--- src/ord_pkg.sv ---
`default_nettype none
// ----------------------------------------------------------------------------
// ord_pkg
// Shared widths, codes and types for the output-restricted deque.
// ----------------------------------------------------------------------------
package ord_pkg;

	localparam int ORD_DEPTH_DEFAULT = 16;
	localparam int CMD_W   = 2;
	localparam int VALUE_W = 32;
	localparam int STATUS_W = 2;
	localparam int COUNT_W = 5;
	localparam int IN_TDATA_W  = 40;
	localparam int OUT_TDATA_W = 72;

	typedef enum logic [CMD_W-1:0] {
		CMD_PUSH_FRONT  = 2'd0,
		CMD_PUSH_REAR   = 2'd1,
		CMD_REMOVE_REAR = 2'd2,
		CMD_READ        = 2'd3
	} cmd_t;

	typedef enum logic [STATUS_W-1:0] {
		ST_OK        = 2'd0,
		ST_UNDERFLOW = 2'd1,
		ST_OVERFLOW  = 2'd2
	} status_t;

	localparam logic signed [VALUE_W-1:0] EMPTY_VALUE = '1;

	typedef struct packed {
		logic                      valid;
		status_t                   status;
		logic signed [VALUE_W-1:0] front_value;
		logic signed [VALUE_W-1:0] rear_value;
		logic [COUNT_W-1:0]        entry_count;
	} ord_res_t;

endpackage
`default_nettype wire

--- src/ord_ram.sv ---
`default_nettype none
// ----------------------------------------------------------------------------
// ord_ram
// Generic single-clock RAM with one write port and one registered read port.
// ----------------------------------------------------------------------------
module ord_ram #(
	parameter int WIDTH = 32,
	parameter int DEPTH = 16
) (
	input  wire logic                     clk,
	input  wire logic                     wr_en,
	input  wire logic [$clog2(DEPTH)-1:0] wr_addr,
	input  wire logic [WIDTH-1:0]         wr_data,
	input  wire logic                     rd_en,
	input  wire logic [$clog2(DEPTH)-1:0] rd_addr,
	output      logic [WIDTH-1:0]         rd_data
);

	logic [WIDTH-1:0] mem_q [DEPTH];

	always_ff @(posedge clk) begin
		if (wr_en) begin
			mem_q[wr_addr] <= wr_data;
		end
		if (rd_en) begin
			rd_data <= mem_q[rd_addr];
		end
	end

endmodule
`default_nettype wire

--- src/ord_ctrl.sv ---
`default_nettype none
// ----------------------------------------------------------------------------
// ord_ctrl
// Ring pointers, occupancy and end-value cache; drives the entry RAM and
// builds one result per command.
// ----------------------------------------------------------------------------
module ord_ctrl #(
	parameter int DEPTH = 16
) (
	input  wire logic                              clk,
	input  wire logic                              arst_n,
	input  wire logic                              take,
	input  wire ord_pkg::cmd_t                     command,
	input  wire logic signed [ord_pkg::VALUE_W-1:0] value,
	output      logic                              busy,
	output      logic                              wr_en,
	output      logic [$clog2(DEPTH)-1:0]          wr_addr,
	output      logic [ord_pkg::VALUE_W-1:0]       wr_data,
	output      logic                              rd_en,
	output      logic [$clog2(DEPTH)-1:0]          rd_addr,
	input  wire logic [ord_pkg::VALUE_W-1:0]       rd_data,
	output      ord_pkg::ord_res_t                 res
);
	import ord_pkg::*;

	localparam int IDX_W = $clog2(DEPTH);
	localparam int OCC_W = $clog2(DEPTH + 1);
	localparam logic [IDX_W-1:0] LAST_IDX = IDX_W'(DEPTH - 1);
	localparam logic [OCC_W-1:0] FULL_OCC = OCC_W'(DEPTH);

	typedef enum logic {S_IDLE, S_FETCH} state_t;

	state_t                    state_q;
	logic [IDX_W-1:0]          front_q, rear_q, front_d, rear_d;
	logic [OCC_W-1:0]          occ_q, occ_d;
	logic signed [VALUE_W-1:0] front_val_q, rear_val_q, front_val_d, rear_val_d;
	status_t                   status_d;
	logic                      need_read;
	logic                      is_push, is_empty, is_full;
	logic [IDX_W-1:0]          front_dec, rear_dec, rear_inc;

	assign is_push   = (command == CMD_PUSH_FRONT) || (command == CMD_PUSH_REAR);
	assign is_empty  = (occ_q == '0);
	assign is_full   = (occ_q == FULL_OCC);
	assign front_dec = (front_q == '0) ? LAST_IDX : front_q - 1'b1;
	assign rear_dec  = (rear_q == '0) ? LAST_IDX : rear_q - 1'b1;
	assign rear_inc  = (rear_q == LAST_IDX) ? '0 : rear_q + 1'b1;

	always_comb begin
		front_d     = front_q;
		rear_d      = rear_q;
		occ_d       = occ_q;
		front_val_d = front_val_q;
		rear_val_d  = rear_val_q;
		status_d    = ST_OK;
		need_read   = 1'b0;
		wr_en       = 1'b0;
		wr_addr     = front_q;
		rd_en       = 1'b0;
		rd_addr     = rear_dec;
		if (is_push) begin
			if (is_full) begin
				status_d = ST_OVERFLOW;
			end else begin
				wr_en = take;
				occ_d = occ_q + 1'b1;
				priority if (is_empty) begin
					rear_d      = front_q;
					front_val_d = value;
					rear_val_d  = value;
				end else if (command == CMD_PUSH_FRONT) begin
					front_d     = front_dec;
					wr_addr     = front_dec;
					front_val_d = value;
				end else begin
					rear_d     = rear_inc;
					wr_addr    = rear_inc;
					rear_val_d = value;
				end
			end
		end else if (command == CMD_REMOVE_REAR) begin
			if (is_empty) begin
				status_d = ST_UNDERFLOW;
			end else begin
				occ_d = occ_q - 1'b1;
				if (occ_q != OCC_W'(1)) begin
					rear_d    = rear_dec;
					need_read = 1'b1;
					rd_en     = take;
				end
			end
		end
	end

	assign wr_data = value;
	assign busy    = (state_q == S_FETCH);

	always_comb begin
		res.entry_count = COUNT_W'(occ_q);
		if (state_q == S_FETCH) begin
			res.valid       = 1'b1;
			res.status      = ST_OK;
			res.front_value = front_val_q;
			res.rear_value  = rd_data;
		end else begin
			res.valid       = take && !need_read;
			res.status      = status_d;
			res.entry_count = COUNT_W'(occ_d);
			res.front_value = (occ_d == '0) ? EMPTY_VALUE : front_val_d;
			res.rear_value  = (occ_d == '0) ? EMPTY_VALUE : rear_val_d;
		end
	end

	always_ff @(posedge clk or negedge arst_n) begin
		if (!arst_n) begin
			state_q <= S_IDLE;
			front_q <= '0;
			rear_q  <= '0;
			occ_q   <= '0;
		end else begin
			unique case (state_q)
				S_IDLE: begin
					if (take) begin
						front_q <= front_d;
						rear_q  <= rear_d;
						occ_q   <= occ_d;
						if (need_read) begin
							state_q <= S_FETCH;
						end
					end
				end
				S_FETCH: begin
					state_q <= S_IDLE;
				end
				default: begin
					state_q <= S_IDLE;
				end
			endcase
		end
	end

	always_ff @(posedge clk) begin
		if (state_q == S_FETCH) begin
			rear_val_q <= rd_data;
		end else if (take) begin
			front_val_q <= front_val_d;
			rear_val_q  <= rear_val_d;
		end
	end

	a_occ_bound: assert property (@(posedge clk) disable iff (!arst_n)
		occ_q <= FULL_OCC)
		else $error("Occupancy exceeds the ring depth.");

	a_no_rw_overlap: assert property (@(posedge clk) disable iff (!arst_n)
		!(wr_en && rd_en))
		else $error("RAM write and read issued in the same cycle.");

	a_fetch_one_cycle: assert property (@(posedge clk) disable iff (!arst_n)
		(state_q == S_FETCH) |=> (state_q == S_IDLE))
		else $error("Rear fetch did not complete in one cycle.");

	a_no_take_busy: assert property (@(posedge clk) disable iff (!arst_n)
		busy |-> !take)
		else $error("Command taken while a rear fetch is pending.");

	a_read_leaves_entry: assert property (@(posedge clk) disable iff (!arst_n)
		rd_en |=> (occ_q != '0))
		else $error("Rear fetch issued although the deque becomes empty.");

endmodule
`default_nettype wire

--- src/output_restricted_deque_top.sv ---
`default_nettype none
// ----------------------------------------------------------------------------
// output_restricted_deque_top
// Output-restricted deque of signed 32-bit values in a ring of DEPTH entries.
// ----------------------------------------------------------------------------
// Channel  Direction  tdata fields (low bit up)
// s_*      in         command[1:0], value[33:2], zero pad to 40 bits
// m_*      out        status[1:0], front_value[33:2], rear_value[65:34],
//                     entry_count[70:66], zero pad to 72 bits
//
// A push, a read, a rejected command or a removal that empties the deque
// builds its result in the same cycle it is taken. A removal that leaves one
// or more entries passes through S_FETCH, where the new rear entry is read
// from the registered RAM read port; no command is taken until that ends.
// Reset clears the pointers and the count; RAM contents are not cleared.
// A stalled result holds in the output register, and a new command is
// taken in the cycle that result leaves.
// ----------------------------------------------------------------------------
module output_restricted_deque_top #(
	parameter int DEPTH = ord_pkg::ORD_DEPTH_DEFAULT
) (
	input  wire logic                                clk,
	input  wire logic                                arst_n,
	input  wire logic                                s_tvalid,
	output      logic                                s_tready,
	// command[1:0], value[33:2]
	input  wire logic [ord_pkg::IN_TDATA_W-1:0]      s_tdata,
	output      logic                                m_tvalid,
	input  wire logic                                m_tready,
	// status[1:0], front_value[33:2], rear_value[65:34], entry_count[70:66]
	output      logic [ord_pkg::OUT_TDATA_W-1:0]     m_tdata
);
	import ord_pkg::*;

	localparam int IDX_W = $clog2(DEPTH);

	logic                      take, busy;
	cmd_t                      command;
	logic signed [VALUE_W-1:0] value;
	logic                      wr_en, rd_en;
	logic [IDX_W-1:0]          wr_addr, rd_addr;
	logic [VALUE_W-1:0]        wr_data, rd_data;
	ord_res_t                  res;
	ord_res_t                  out_q;
	logic                      out_valid_q;

	assign command  = cmd_t'(s_tdata[CMD_W-1:0]);
	assign value    = s_tdata[CMD_W+VALUE_W-1:CMD_W];
	assign s_tready = !busy && (!out_valid_q || m_tready);
	assign take     = s_tvalid && s_tready;

	ord_ctrl #(.DEPTH(DEPTH)) u_ctrl (
		.clk     (clk),
		.arst_n  (arst_n),
		.take    (take),
		.command (command),
		.value   (value),
		.busy    (busy),
		.wr_en   (wr_en),
		.wr_addr (wr_addr),
		.wr_data (wr_data),
		.rd_en   (rd_en),
		.rd_addr (rd_addr),
		.rd_data (rd_data),
		.res     (res)
	);

	ord_ram #(.WIDTH(VALUE_W), .DEPTH(DEPTH)) u_ram (
		.clk     (clk),
		.wr_en   (wr_en),
		.wr_addr (wr_addr),
		.wr_data (wr_data),
		.rd_en   (rd_en),
		.rd_addr (rd_addr),
		.rd_data (rd_data)
	);

	always_ff @(posedge clk or negedge arst_n) begin
		if (!arst_n) begin
			out_valid_q <= 1'b0;
		end else if (res.valid) begin
			out_valid_q <= 1'b1;
		end else if (m_tready) begin
			out_valid_q <= 1'b0;
		end
	end

	always_ff @(posedge clk) begin
		if (res.valid) begin
			out_q <= res;
		end
	end

	assign m_tvalid = out_valid_q;
	assign m_tdata  = {1'b0, out_q.entry_count, out_q.rear_value,
		out_q.front_value, out_q.status};

endmodule
`default_nettype wire

--- config.mk ---
export PLATFORM = sky130hd
export DESIGN_NAME = output_restricted_deque_top
export DESIGN_NICKNAME = d
export VERILOG_FILES = /design/src/ord_pkg.sv /design/src/ord_ram.sv /design/src/ord_ctrl.sv /design/src/output_restricted_deque_top.sv
export SDC_FILE = /design/constraint.sdc
export NUM_CORES = 1
export LEC_CHECK = 0
export BUFFER_PORTS_ARGS = -buffer_cell sky130_fd_sc_hd__buf_2
export CAP_MARGIN = 0
export CORE_MARGIN = 10
export CORE_UTILIZATION = 42
export CTS_CLUSTER_DIAMETER = 80
export DETAILED_ROUTE_END_ITERATION = 16
export GPL_TIMING_DRIVEN = 0
export HOLD_SLACK_MARGIN = 0.05
export SLEW_MARGIN = 40
export SYNTH_ARGS = -nofsm -noshare
export SYNTH_HDL_FRONTEND = slang
export SYNTH_HIERARCHICAL = 1
export SYNTH_SLANG_ARGS = --single-unit
--- constraint.sdc ---
create_clock -name clk -period 6.7 [get_ports clk]
set_input_delay 1.005 -clock clk [delete_from_list [all_inputs] [get_ports clk]]
set_output_delay 1.005 -clock clk [all_outputs]
set_load 0.05 [all_outputs]
==> impl_table.tex <==
\begin{tabular}{lr}
\hline
Metric & Value \\
\hline
\multicolumn{2}{l}{\textbf{Place}} \\
\quad Detailed placement HPWL & 48200 µm \\
\quad RD Place Congestion & 0.815 \\
\quad Total of buffers placed on input and output ports & 109 \\
\quad Area post-placement & 31100 µm² \\
\quad Setup slack at placement & 2340 ps \\
\multicolumn{2}{l}{\textbf{Routing}} \\
\quad Detailed-routing iteration count for the pre-antenna-repair pass & 5 \\
\quad Average wire per standard cell & 26.2 µm \\
\quad Overall via count from detail\_route & 14.8k \\
\quad Starting DRT DRC Count & 1358 \\
\quad Total DRC errors in the routed layout & 0 \\
\quad Number of nets with antenna violations after routing & 0 \\
\quad Total Routed Length & 69700 µm \\
\quad Vias per cell & 5.57 \\
\multicolumn{2}{l}{\textbf{Logic synthesis}} \\
\quad Register bit total from synthesis & 694 \\
\quad Share of flip-flops with an asynchronous set or reset & 2.16\% \\
\quad Proportion of netlist area held by the largest area contributor & 71.5\% \\
\quad XOR/XNOR Fraction of Synth Area & 0.215\% \\
\quad Number of enable-type register cells in the synthesized netlist & 679 \\
\quad Cell area after synthesis & 28500 µm² \\
\quad Syn Inst Count & 1496 \\
\quad Main combinational cell family by area after synthesis & multiplexers \\
\quad Primary flip-flop cell chosen by synthesis mapping & sky130\_fd\_sc\_hd\_\_edfxtp\_1 \\
\quad Area leader, netlist & sky130\_fd\_sc\_hd\_\_edfxtp\_1 \\
\quad Post-Synth Simple-Gate Area & 2.63\% \\
\quad Fraction of the mapped netlist area in compound gates & 6.73\% \\
\quad Portion of netlist area occupied by mux cells & 14.0\% \\
\quad Synthesized-area fraction occupied by adder cells & 0.395\% \\
\quad Register area share after synthesis & 72.8\% \\
\quad Synth cell types & 62 \\
\quad Syn avg cell area & 19.1 µm² \\
\quad Synth warnings & 6 \\
\quad Leading post-synthesis cells by cell area & sky130\_fd\_sc\_hd\_\_edfxtp\_1 (72\%), sky130\_fd\_sc\_hd\_\_mux4\_2 (10\%), sky130\_fd\_sc\_hd\_\_o31ai\_2 (2.6\%) \\
\quad Syn Nets & 1549 \\
\multicolumn{2}{l}{\textbf{Final layout}} \\
\quad Area Overhead vs Synth & 17.1\% \\
\quad Number of nets in the final layout & 1785 \\
\quad Share of final-layout standard cells stronger than drive strength 1 & 33.9\% \\
\quad Fillers & 5472 \\
\quad Finished Cell Area & 33400 µm² \\
\multicolumn{2}{l}{\textbf{Power and ir drop}} \\
\quad Total power consumption of the routed design & 15400 µW \\
\quad Leak Pwr & 0.0111 µW \\
\quad Pwr/cell area & 460 nW/µm² \\
\quad Max rail drop VDD & 230 µV \\
\multicolumn{2}{l}{\textbf{Floorplan}} \\
\quad Die footprint & 78700 µm² \\
\quad Placeable core region & 67300 µm² \\
\quad Boundary Pins & 118 \\
\quad Die Y-Extent & 281 µm \\
\quad Die X & 281 µm \\
\quad Site Rows & 95 \\
\quad Initial core utilization & 42.4\% \\
\multicolumn{2}{l}{\textbf{Clock network}} \\
\quad Cts hold-fix bufs & 0 \\
\quad CTS root buf & sky130\_fd\_sc\_hd\_\_clkbuf\_16 \\
\quad TritonCTS clock tree & yes \\
\quad Number of buffers inserted by post-CTS setup repair & 0 \\
\quad H-tree depth & 3 \\
\quad Source-to-sink clock delay at the later pin of the worst-skew pair & 610 ps \\
\quad Post-CTS sizing & 0 \\
\quad CTS Buffer Depth & 3 \\
\quad Total CTS buffers & 72 \\
\quad Worst-path clk slew & 60 ps \\
\quad Clock sink count & 694 \\
\multicolumn{2}{l}{\textbf{Timing}} \\
\quad Fin. max-slew vios & 0 \\
\quad PnR worst setup slack & 2420 ps \\
\quad Final cycle utilization of the critical path & 63.9\% \\
\quad Setup repair after global routing missed its margin & no \\
\quad Post-layout minimum cycle time & 4280 ps \\
\quad Number of setup violations in the final report & 0 \\
\quad Worst Skew & 23.3 ps \\
\quad Final hold slack & 326 ps \\
\quad Hold violation total from the final report & 0 \\
\quad Worst rel slew slack & 37.1\% \\
\quad Actual slew at the worst max-slew pin & 943 ps \\
\quad Top achievable clock speed & 234 MHz \\
\multicolumn{2}{l}{\textbf{Critical path}} \\
\quad Crit-path most repeated cell & sky130\_fd\_sc\_hd\_\_buf\_2 \\
\quad Critical setup path kind & flop to flop \\
\quad List of cells traversed by the critical path & clkbuf\_1 -> inv\_1 -> ha\_1 -> nor3b\_1 -> nor2\_1 -> o21ai\_0 -> a22oi\_1 -> nand3\_1 -> nor3\_2 -> buf\_2 -> buf\_4 -> buf\_2 \\
\quad Library cell contributing the largest single delay on the critical path & sky130\_fd\_sc\_hd\_\_nor3\_2 \\
\quad Kind of launch point of the worst setup path & flop \\
\quad Data required, critical path & 6990 ps \\
\quad Maximum fanout along the worst path & 10 \\
\quad Data arrival at the endpoint of the critical path & 4570 ps \\
\quad Top cell family by delay on the critical path & simple AND/OR/NAND/NOR gates \\
\quad Critical Path Sink Type & flop \\
\quad Largest stage delay, worst path & 610 ps \\
\quad Critical path buffer and inverter count & 5 \\
\multicolumn{2}{l}{\textbf{GRT}} \\
\quad Global route total overflow & 0 \\
\quad Number of antenna violations at the first check in global routing & 5 \\
\quad Via count of the first global-routing pass & 15.3k \\
\quad Overall Global Routing Usage & 17.8\% \\
\quad Global-route wire length before repair & 103000 µm \\
\quad Largest net degree at the start of global routing & 45 \\
\multicolumn{2}{l}{\textbf{Job}} \\
\quad Number of max-cap violations & 0 \\
\multicolumn{2}{l}{\textbf{Min path}} \\
\quad Hold Path Class & input port to async pin \\
\multicolumn{2}{l}{\textbf{Run status}} \\
\quad Status & complete, no violations \\
\hline
\end{tabular}
[routing by layer]
| layer | vias up | part of all wire [%] | GRT usage, % |
|---|---|---|---|
| met1 | 7745 | 42 | 23.9 |
| met5 | - | 0 | 0 |
| met2 | 520 | 48 | 28.6 |
| met3 | 73 | 7.8 | 4.31 |
| met4 | 0 | 1.7 | 5.02 |
| li1 | 6488 | - | - |
[cell families after synthesis]
kind of cell    after synthesis
flops                       694
fa+ha+maj                     9
xor+xnor                      7
other cells                   1
compound gates              221
mux                         233
simple gates                158
buf+inv                     173
[worst paths after layout]
check / cells past startpoint / endpoint / slack, ps / start
setup / recovery: 12 / u_ram/mem_q[12][17] / 2420 / u_ctrl/occ_q[1]
hold / removal: 1 / u_ctrl/rear_q[3] / 330 / arst_n
setup reg to reg: 12 / u_ram/mem_q[12][17] / 2420 / u_ctrl/occ_q[1]
hold reg to reg: 2 / m_tdata[15] / 580 / u_ctrl/front_val_q[13]
max in group asynchronous: 1 / u_ctrl/occ_q[2] / 6080 / arst_n
min in group clk: 2 / m_tdata[15] / 580 / u_ctrl/front_val_q[13]
[cell usage in the layout, fill, tap and decap left out, types with 5 or more instances in the layout]
cell type | Yosys | layout
sky130_fd_sc_hd__a21oi_1 | 11 | 11
sky130_fd_sc_hd__a22oi_1 | 65 | 65
sky130_fd_sc_hd__buf_16 | 0 | 14
sky130_fd_sc_hd__buf_2 | 29 | 151
sky130_fd_sc_hd__buf_4 | 46 | 61
sky130_fd_sc_hd__buf_6 | 8 | 8
sky130_fd_sc_hd__buf_8 | 0 | 12
sky130_fd_sc_hd__bufinv_16 | 0 | 6
sky130_fd_sc_hd__clkbuf_1 | 33 | 47
sky130_fd_sc_hd__clkbuf_16 | 0 | 74
sky130_fd_sc_hd__clkbuf_2 | 0 | 6
sky130_fd_sc_hd__clkinv_1 | 0 | 21
sky130_fd_sc_hd__clkinv_2 | 0 | 8
sky130_fd_sc_hd__clkinv_8 | 0 | 5
sky130_fd_sc_hd__dfrtp_1 | 15 | 15
sky130_fd_sc_hd__edfxtp_1 | 679 | 679
sky130_fd_sc_hd__ha_1 | 9 | 9
sky130_fd_sc_hd__inv_1 | 47 | 46
sky130_fd_sc_hd__mux2_2 | 37 | 37
sky130_fd_sc_hd__mux2i_1 | 68 | 68
sky130_fd_sc_hd__mux4_2 | 128 | 128
sky130_fd_sc_hd__nand2_1 | 83 | 83
sky130_fd_sc_hd__nand2b_1 | 10 | 10
sky130_fd_sc_hd__nor2_1 | 29 | 16
sky130_fd_sc_hd__nor2_4 | 0 | 13
sky130_fd_sc_hd__o21a_1 | 32 | 32
sky130_fd_sc_hd__o21ai_0 | 18 | 16
sky130_fd_sc_hd__o31ai_1 | 9 | 8
sky130_fd_sc_hd__o31ai_2 | 60 | 61
sky130_fd_sc_hd__xnor2_1 | 7 | 7
[sequential cells by signal, indices dropped and copies added (netlist names)]
| register | flops |
|---|---|
| u_ctrl/front_val_q | 32 |
| u_ctrl/busy | 1 |
| m_tvalid | 1 |
| u_ram/rd_data | 32 |
| u_ctrl/front_q | 4 |
| u_ctrl/rear_val_q | 32 |
| m_tdata | 71 |
| u_ctrl/occ_q | 5 |
| u_ram/mem_q | 512 |
| u_ctrl/rear_q | 4 |
[power by group]
part           internal [µW]  leakage [µW]  total, µW  switching, µW
Combinational           2160       0.00367       5880           3710
Clock                   2260       0.00112       3890           1630
Sequential              5460       0.00637       5600            145
[stage by stage]
stage	TNS [ps]	util, %	instances
CTS	0	49.6	2662
finish	0	49.6	2664
global route	0	49.6	2664
detailed placement	0	46.2	2531
floorplan	0	-	1496
global placement	-153270	44.8	2478
[Yosys cell counts, types with 18 or more instances]
library cell	n
sky130_fd_sc_hd__buf_2	29
sky130_fd_sc_hd__nand2_1	83
sky130_fd_sc_hd__o31ai_2	60
sky130_fd_sc_hd__o21ai_0	18
sky130_fd_sc_hd__nor2_1	29
sky130_fd_sc_hd__mux2_2	37
sky130_fd_sc_hd__buf_4	46
sky130_fd_sc_hd__mux4_2	128
sky130_fd_sc_hd__o21a_1	32
sky130_fd_sc_hd__clkbuf_1	33
sky130_fd_sc_hd__inv_1	47
sky130_fd_sc_hd__mux2i_1	68
sky130_fd_sc_hd__a22oi_1	65
sky130_fd_sc_hd__edfxtp_1	679
[final cells by class]
class	count	area, µm²	area share (%)
Antenna cell	2	5.00	0.0150
Timing Repair Buffer	162	1310	3.94
Multi-Input combinational cell	629	6980	20.9
Sequential cell	694	20800	62.2
Clock buffer	91	1920	5.74
Buffer	126	753	2.26
Inverter	47	179	0.536
Clock inverter	40	380	1.14
Tap cell	873	1090	3.27
No activity file was read; power rests on OpenSTA's default activity.
